--- src/hw/rtl/assert_macros.svh ---
// assertion macros shared by the rtl
`ifndef ASSERT_MACROS_SVH
`define ASSERT_MACROS_SVH

`ifndef SYNTHESIS

`define ASSERT_IMPLY(label, clk, rst_n, pre, post) \
  label: assert property (@(posedge clk) disable iff (!rst_n) (pre) |-> (post)) \
    else $error("same-cycle implication violated");

`define ASSERT_NEXT(label, clk, rst_n, pre, post) \
  label: assert property (@(posedge clk) disable iff (!rst_n) (pre) |=> (post)) \
    else $error("next-cycle implication violated");

`else

`define ASSERT_IMPLY(label, clk, rst_n, pre, post)

`define ASSERT_NEXT(label, clk, rst_n, pre, post)

`endif

`endif

--- src/hw/rtl/nau_pkg.sv ---
`default_nettype none

package nau_pkg;

  localparam int DATA_W         = 16;
  localparam int FRAC_BITS      = 12;
  localparam int ONE            = 1 << FRAC_BITS;
  localparam int TABLE_SEGMENTS = 64;
  localparam int SEG_BITS       = $clog2(TABLE_SEGMENTS);
  localparam int TAB_IDX_W      = $clog2(TABLE_SEGMENTS + 1);

  localparam int EXP_W  = 31;
  localparam int LOG2_W = 31;
  localparam int Y_W    = DATA_W + LOG2_W;
  localparam int EXP_SH = FRAC_BITS + 30;
  localparam int Q_W    = Y_W - EXP_SH;
  localparam int T_W    = 20;
  localparam int IP_W   = EXP_W + T_W;

  localparam int DIV_STEPS = FRAC_BITS + 1;
  localparam int DIV_D_W   = 32;
  localparam int DIV_N_W   = EXP_SH + 1;

  localparam logic [LOG2_W-1:0] LOG2E_Q30 = 31'd1549082005;
  localparam longint unsigned   LN2_Q30   = 64'd744261118;

  typedef enum logic [2:0] {
    MODE_SIGMOID     = 3'd0,
    MODE_SIG_DERIV   = 3'd1,
    MODE_LEAKY       = 3'd2,
    MODE_LEAKY_DERIV = 3'd3,
    MODE_ELU         = 3'd4,
    MODE_ELU_DERIV   = 3'd5
  } mode_t;

  typedef enum logic [0:0] {
    CFG_MODE  = 1'b0,
    CFG_SLOPE = 1'b1
  } cfg_idx_t;

  typedef struct packed {
    logic [DATA_W-1:0] res;
    logic              sat;
  } word_t;

  typedef struct packed {
    logic  last;
    logic  neg;
    word_t w;
  } tag_t;

  // 2^(-k/segments) in q30, truncated taylor series of exp(-r)
  function automatic logic [EXP_W-1:0] pow2_q30(input int k);
    longint unsigned r;
    longint unsigned term;
    longint unsigned sum;
    r    = (longint'(k) * LN2_Q30 + TABLE_SEGMENTS / 2) / TABLE_SEGMENTS;
    term = 64'd1 << 30;
    sum  = term;
    term = ((term * r) >> 30) / 64'd1;  sum = sum - term;
    term = ((term * r) >> 30) / 64'd2;  sum = sum + term;
    term = ((term * r) >> 30) / 64'd3;  sum = sum - term;
    term = ((term * r) >> 30) / 64'd4;  sum = sum + term;
    term = ((term * r) >> 30) / 64'd5;  sum = sum - term;
    term = ((term * r) >> 30) / 64'd6;  sum = sum + term;
    term = ((term * r) >> 30) / 64'd7;  sum = sum - term;
    term = ((term * r) >> 30) / 64'd8;  sum = sum + term;
    term = ((term * r) >> 30) / 64'd9;  sum = sum - term;
    term = ((term * r) >> 30) / 64'd10; sum = sum + term;
    term = ((term * r) >> 30) / 64'd11; sum = sum - term;
    term = ((term * r) >> 30) / 64'd12; sum = sum + term;
    term = ((term * r) >> 30) / 64'd13; sum = sum - term;
    term = ((term * r) >> 30) / 64'd14; sum = sum + term;
    term = ((term * r) >> 30) / 64'd15; sum = sum - term;
    term = ((term * r) >> 30) / 64'd16; sum = sum + term;
    return (longint'(sum) > 0) ? EXP_W'(sum) : '0;
  endfunction

endpackage

`default_nettype wire

--- src/hw/rtl/nau_div.sv ---
`default_nettype none

// pipelined restoring divider, one quotient bit per stage
module nau_div (
  input  logic                             clk,
  input  logic [nau_pkg::DIV_STEPS-1:0]    en,
  input  logic [nau_pkg::DIV_D_W-1:0]      d_in,
  input  logic [nau_pkg::DIV_D_W-1:0]      p_in,
  input  logic [nau_pkg::DIV_STEPS-1:0]    lo_in,
  output logic [nau_pkg::DIV_STEPS-1:0]    q_out
);

  localparam int STEPS = nau_pkg::DIV_STEPS;
  localparam int D_W   = nau_pkg::DIV_D_W;

  logic [D_W-1:0]   p_r  [STEPS-1];
  logic [D_W-1:0]   d_r  [STEPS-1];
  logic [STEPS-1:0] lo_r [STEPS-1];
  logic [STEPS-1:0] q_r  [STEPS];

  for (genvar j = 0; j < STEPS; j++) begin : g_step
    logic [D_W-1:0]   p_prev;
    logic [D_W-1:0]   d_prev;
    logic [STEPS-1:0] lo_prev;
    logic [STEPS-1:0] q_prev;
    logic [D_W:0]     pw;
    logic             ge;
    logic [STEPS-1:0] q_nxt;

    if (j == 0) begin : g_first
      assign p_prev  = p_in;
      assign d_prev  = d_in;
      assign lo_prev = lo_in;
      assign q_prev  = '0;
    end else begin : g_next
      assign p_prev  = p_r[j-1];
      assign d_prev  = d_r[j-1];
      assign lo_prev = lo_r[j-1];
      assign q_prev  = q_r[j-1];
    end

    always_comb begin
      pw    = {p_prev, lo_prev[STEPS-1]};
      ge    = (pw >= {1'b0, d_prev});
      q_nxt = {q_prev[STEPS-2:0], ge};
    end

    always_ff @(posedge clk) begin
      if (en[j]) begin
        q_r[j] <= q_nxt;
      end
    end

    if (j < STEPS - 1) begin : g_carry
      logic [D_W-1:0]   p_nxt;
      logic [STEPS-1:0] lo_nxt;

      always_comb begin
        p_nxt  = ge ? D_W'(pw - {1'b0, d_prev}) : D_W'(pw);
        lo_nxt = lo_prev << 1;
      end

      always_ff @(posedge clk) begin
        if (en[j]) begin
          p_r[j]  <= p_nxt;
          d_r[j]  <= d_prev;
          lo_r[j] <= lo_nxt;
        end
      end
    end
  end

  assign q_out = q_r[STEPS-1];

endmodule

`default_nettype wire

--- config.mk ---
export PLATFORM = sky130hd
export DESIGN_NAME = nau_div
export DESIGN_NICKNAME = d
export VERILOG_FILES = /design/src/hw/rtl/assert_macros.svh /design/src/hw/rtl/nau_pkg.sv /design/src/hw/rtl/nau_div.sv
export SDC_FILE = /design/constraint.sdc
export NUM_CORES = 2
export LEC_CHECK = 0
export CAP_MARGIN = 25
export CORE_UTILIZATION = 45
export CTS_CLUSTER_SIZE = 28
export DETAILED_ROUTE_END_ITERATION = 10
export DONT_BUFFER_PORTS = 1
export SETUP_SLACK_MARGIN = 0.4
export SLEW_MARGIN = 20
export SYNTH_ARGS = -nofsm -noshare
export SYNTH_HDL_FRONTEND = slang
export SYNTH_SLANG_ARGS = --single-unit
--- constraint.sdc ---
create_clock -name clk -period 4.2 [get_ports clk]
set_clock_uncertainty 0.05 [all_clocks]
set_input_delay 0.63 -clock clk [delete_from_list [all_inputs] [get_ports clk]]
set_output_delay 0.63 -clock clk [all_outputs]
set_load 0.005 [all_outputs]
After elaboration in Yosys (flattened, before gate mapping)
Memory sizes are Yosys's and may differ from the RTL's. Cells that the tools add are included.

Bits in registers: 0. Memory bits (writable): 1081. Bits of input ports: 91. Output and inout bits: 13. Logic and storage cells: 67. Memories kept: 4.

Memory list: d_r (depth 12, width 32, rd ports 12, clocked after Yosys merged registers in 0, wr ports 12, line nau_div.sv:17) `logic [D_W-1:0] d_r [STEPS-1];`; p_r (depth 12, width 32, rd ports 12, clocked after Yosys merged registers in 0, wr ports 12, line nau_div.sv:16) `logic [D_W-1:0] p_r [STEPS-1];`; q_r (depth 13, width 13, rd ports 13, clocked after Yosys merged registers in 0, wr ports 13, line nau_div.sv:19) `logic [STEPS-1:0] q_r [STEPS];`; lo_r (depth 12, width 12, rd ports 12, clocked after Yosys merged registers in 0, wr ports 12, line nau_div.sv:18) `logic [STEPS-1:0] lo_r [STEPS-1];`.

$add $sub $neg: 12. Magnitude comparators: 13. Multiplexer cells: 38.

Operator list (count): >= comparator 33 x 32 -> 1 bit (13); two-way mux 32 bit (12); subtractor 32 bit (12); two-way mux 1 bit (26).

Longest topological paths before layout
An unclocked memory read counts as a cell.

Depth in word-level cells: 3. Gate-level depth with buffers: 16. Gate-level depth less buffers: 14.

Least setup slack after synthesis
No wires, ideal clock.

Path type: input-to-reg. Start: in d_in[14] (netlist bit). End: mem p_r[0][14] (netlist bit) (data pin). Setup time: 267 ps. Data arrival time: 3361 ps. Required time: 3883 ps. Setup slack: 522 ps. Cell stages on the path: 14. Path through: inv_1 -> ha_1 -> clkbuf_1 -> a21o_1 -> a21o_1 -> a21oi_2 -> o22ai_1 -> and3_1 -> nor3_1 -> o31ai_1 -> o2111a_1 -> a2111oi_4 -> clkbuf_1 -> o21ai_0.

RTL lines: start: declaration (line nau_div.sv:7) `input logic [nau_pkg::DIV_D_W-1:0] d_in,`; end: declaration (line nau_div.sv:16).

==> Implementation_results.wiki <==
{| class="wikitable"
! Metric !! Value
|-
| Most common cell in the synthesized netlist || sky130_fd_sc_hd__edfxtp_1
|-
| Layout cell share with drive strength beyond 1 || 12.0%
|-
| Top post-synthesis cells by count || sky130_fd_sc_hd__edfxtp_1, sky130_fd_sc_hd__inv_1, sky130_fd_sc_hd__a21oi_1, sky130_fd_sc_hd__ha_1, sky130_fd_sc_hd__nand2_1
|-
| Worst Min Path Start || en[4]
|-
| Remaining global-route overflow || 0
|-
| Initial detailed-routing violation count || 1816
|-
| Via-to-Cell Ratio || 5.34
|-
| Mux contribution to synthesized area || 3.46%
|-
| Predominant post-synthesis flop cell || sky130_fd_sc_hd__edfxtp_1
|-
| Worst-case register-to-register setup slack || 0.34 ns
|-
| Cells taking the most area after synthesis || sky130_fd_sc_hd__edfxtp_1, sky130_fd_sc_hd__ha_1, sky130_fd_sc_hd__a21oi_1
|-
| Worst setup path category || reg2reg
|-
| Overall die height || 348 µm
|-
| Part of the power in combinational logic || 48.6%
|-
| Internal Dissipation || 29.8 mW
|-
| Setup repair after global routing missed its margin || true
|-
| Number of flops mapped to enable cells by yosys || 937
|-
| Adder and majority gate portion of the synthesized area || 10.1%
|-
| Number of cells produced by synthesis || 4859
|-
| Wirelength per Cell || 19.4 µm
|-
| Capturing point of the worst reg2reg path || p_r[2][16]
|-
| Per-instance average area after synthesis || 11.1 µm²
|-
| Dominant cell type by area after synthesis || sky130_fd_sc_hd__edfxtp_1
|-
| Slew Limit Fails || 0
|-
| Diode count || 0
|-
| Pin count of the biggest net entering global routing || 65
|-
| Wire length of the first global-routing pass || 201 mm
|-
| Area Growth Syn to Fin || 15.7%
|-
| Critical Path Sink Type || flip-flop
|-
| Worst min-delay path class || in2reg
|-
| Fraction of power spent switching nets || 36.4%
|-
| Run status || finished, final reports clean
|-
| Arr. time, crit path || 4.26 ns
|-
| Clock period minus worst slack || 3.86 ns
|-
| Number of buffers added by the clock tree synthesis step || 107
|-
| Vias after detailed routing || 36373
|-
| Initial Util || 45.5%
|-
| Share of the synthesized area in compound gates (AO/OA/AOI/OAI) || 15.3%
|-
| Share of total power in sequential cells || 32.2%
|-
| Critical Path RT || 4.60 ns
|-
| Post-synthesis instance area || 53900 µm²
|-
| Final count of hold timing violations || 0
|-
| WHS || 0.0716 ns
|-
| Via count of the first global-routing pass || 37563
|-
| Number of warnings reported in the yosys synthesis log || 0
|-
| Final routed DRC violation total || 0
|-
| Async set or reset register ratio after synthesis || 0%
|-
| Final worst setup slack || 0.341 ns
|-
| Highest attainable clock frequency || 259 MHz
|-
| Maximum fanout along the worst path || 7
|-
| Crit Reg-Reg Startpoint || d_r[1][97]
|-
| GP Congestion || 0.899
|-
| Rel. slew slack || 29.7%
|-
| HPWL after detailed placement || 92.0 mm
|-
| XOR/XNOR Fraction of Synth Area || 5.39%
|-
| IO Pins || 104
|-
| Syn Nets || 5378
|-
| DRT Wirelength || 132 mm
|-
| Worst-margin pin slew || 1.05 ns
|-
| Post-synthesis cell type count || 87
|-
| Worst slack, placed || 0.0385 ns
|-
| Hold depth || 0
|-
| Horizontal extent of the die || 348 µm
|-
| Root buffer cell || sky130_fd_sc_hd__clkbuf_16
|-
| Core area || 118000 µm²
|-
| Pre-Repair DR Iteration Count || 7
|-
| Largest family of logic cells by synthesized area || compound AO/OA/AOI/OAI gates
|-
| Top cell type's share of synthesized area || 52.2%
|-
| Launching element type of the critical path || flip-flop
|-
| # H-tree levels || 3
|-
| Buffer depth of the longest clock path || 3
|-
| Port bufs || 0
|-
| Row count || 126
|-
| Clk pwr share || 19.1%
|-
| Antenna violations before repair || 0
|-
| Number of synthesized register bits || 937
|-
| Clock latency on the worst-skew pair || 0.70 ns
|-
| Total Die Area || 121000 µm²
|-
| P_sw || 17.1 mW
|-
| Detail Route Antenna Nets || 0
|-
| Final count of negative-setup-slack endpoints || 0
|-
| Number of cells traversed by the worst register-to-register path || 16
|-
| Leakage || 25.6 nW
|-
| Sequential share of the synthesized area || 52.2%
|-
| Clk slew on worst S/H paths || 0.06 ns
|-
| Power per Cell Area || 752 nW/µm²
|-
| Worst Hold Path EP || p_r[1][22]
|-
| Final worst-path cycle share || 91.9%
|-
| Fraction of the mapped netlist area in simple logic gates || 8.98%
|-
| Final-stage net count || 5650
|-
| Worst ir drop on vdd || 0.000359 V
|-
| Setup Total Neg Slack || 0 ns
|-
| Clock sinks || 937
|-
| Overall routing resource usage || 21.5%
|-
| TritonCTS clock tree || built
|-
| MaxCap Viol Count || 0
|}
-- cells by family (layout without fill, tap and decap cells) --
logic type               Yosys count  after routing
AND/OR/NAND/NOR                 1037           1037
flip-flops                       937            937
adder cells (fa/ha/maj)          428            428
XOR/XNOR                         332            332
buffers and inverters            639            993
AO/OA/AOI/OAI                   1337           1339
multiplexers                     149            149
-- area by class of cell --
type,count,area (µm²)
fill,10390,56000
sequential,937,28100
multi-input combinational,3285,24100
timing repair buffer,284,2900
clock buffer,126,2790
tap,1600,2000
inverter,516,1940
clock inverter,67,587
-- routing by layer --
metal / global-route usage [%] / vias to the layer above / wire length, µm
li1: - / 18254 / -
met1: 20.7 / 17099 / 47400
met2: 43.3 / 674 / 73100
met3: 2.58 / 346 / 3340
met4: 12.0 / 0 / 8460
met5: 0 / - / 0
-- layout by cell type (no fill, tap or decap), types with 18 or more instances in the layout --
master                          count
sky130_fd_sc_hd__a21o_1           176
sky130_fd_sc_hd__o211ai_1          19
sky130_fd_sc_hd__a31oi_1           32
sky130_fd_sc_hd__xnor2_1          199
sky130_fd_sc_hd__clkinv_2          24
sky130_fd_sc_hd__clkbuf_16        114
sky130_fd_sc_hd__dlygate4sd3_1     78
sky130_fd_sc_hd__nand2_1          365
sky130_fd_sc_hd__nand4_1           57
sky130_fd_sc_hd__and2_1            18
sky130_fd_sc_hd__nor2b_1           53
sky130_fd_sc_hd__a211oi_1          23
sky130_fd_sc_hd__nand3_1           84
sky130_fd_sc_hd__ha_1             396
sky130_fd_sc_hd__nor2_1           250
sky130_fd_sc_hd__o21ai_0          327
sky130_fd_sc_hd__edfxtp_1         937
sky130_fd_sc_hd__o21ai_1           34
sky130_fd_sc_hd__nor3_1            48
sky130_fd_sc_hd__buf_4            162
sky130_fd_sc_hd__clkinv_1          22
sky130_fd_sc_hd__o21a_1            49
sky130_fd_sc_hd__mux2_4            77
sky130_fd_sc_hd__and3_1            30
sky130_fd_sc_hd__mux2_2            59
sky130_fd_sc_hd__nand2b_1          63
sky130_fd_sc_hd__xor2_1           133
sky130_fd_sc_hd__buf_12            31
sky130_fd_sc_hd__o21bai_1          51
sky130_fd_sc_hd__a21oi_1          428
sky130_fd_sc_hd__inv_1            512
-- timing repair --
| item | CTS | global route |
|---|---|---|
| resized for setup | 39 | 107 |
| setup endpoints to repair | 142 | 252 |
| hold buffers | 98 | 0 |
| hold endpoints to repair | 437 | 0 |
| setup buffers | 13 | 24 |
| pin swaps | 13 | 35 |
| cloned | 5 | 5 |
-- through the flow --
stage | power [mW] | cells | util, % | cell area (µm²)
after floorplan | 30.6 | 4859 | - | 53900
after global placement | 36.0 | 6476 | 47.8 | 56600
after detailed placement | 36.1 | 6476 | 47.8 | 56600
after CTS | 46.2 | 6785 | 52.0 | 61600
after global routing | 50.0 | 6815 | 52.7 | 62400
final | 46.9 | 6815 | 52.7 | 62400
-- power groups by stage --
stage                     clock network [mW]  logic [mW]  registers [mW]
after floorplan                            0        15.9            14.7
after global placement                     0        20.7            15.3
after detailed placement                   0        20.9            15.2
after CTS                               9.23        21.9            15.1
after global routing                    9.58        25.0            15.4
final                                   8.99        22.8            15.1
-- sequential cells by signal (all words and copies together) (netlist names) --
register  cells
lo_r         78
d_r         384
p_r         384
q_r          91
-- how the worst max path moves through the flow --
stage	endpoint	startpoint
after floorplan	p_r[0][14]	d_in[14]
after global placement	p_r[2][4]	d_r[1][97]
after detailed placement	p_r[2][5]	d_r[1][97]
after CTS	p_r[2][30]	d_r[1][97]
after global routing	p_r[2][23]	d_r[1][97]
final	p_r[2][16]	d_r[1][97]
-- critical path: stages, from the launching register on --
cell and delay, ns:
sky130_fd_sc_hd__edfxtp_1 0.41, sky130_fd_sc_hd__inv_2 0.10, sky130_fd_sc_hd__ha_4 0.20, sky130_fd_sc_hd__nor2b_4 0.12
sky130_fd_sc_hd__o31a_1 0.30, sky130_fd_sc_hd__o21ai_2 0.21, sky130_fd_sc_hd__a211oi_2 0.11, sky130_fd_sc_hd__nor3_2 0.11
sky130_fd_sc_hd__buf_4 0.17, sky130_fd_sc_hd__a31oi_4 0.10, sky130_fd_sc_hd__a41o_1 0.28, sky130_fd_sc_hd__a311oi_2 0.34
sky130_fd_sc_hd__o41ai_2 0.15, sky130_fd_sc_hd__a41o_2 0.34, sky130_fd_sc_hd__buf_12 0.15, sky130_fd_sc_hd__clkbuf_16 0.16
sky130_fd_sc_hd__mux2_4 0.29
No activity file was read; power rests on OpenSTA's default activity.
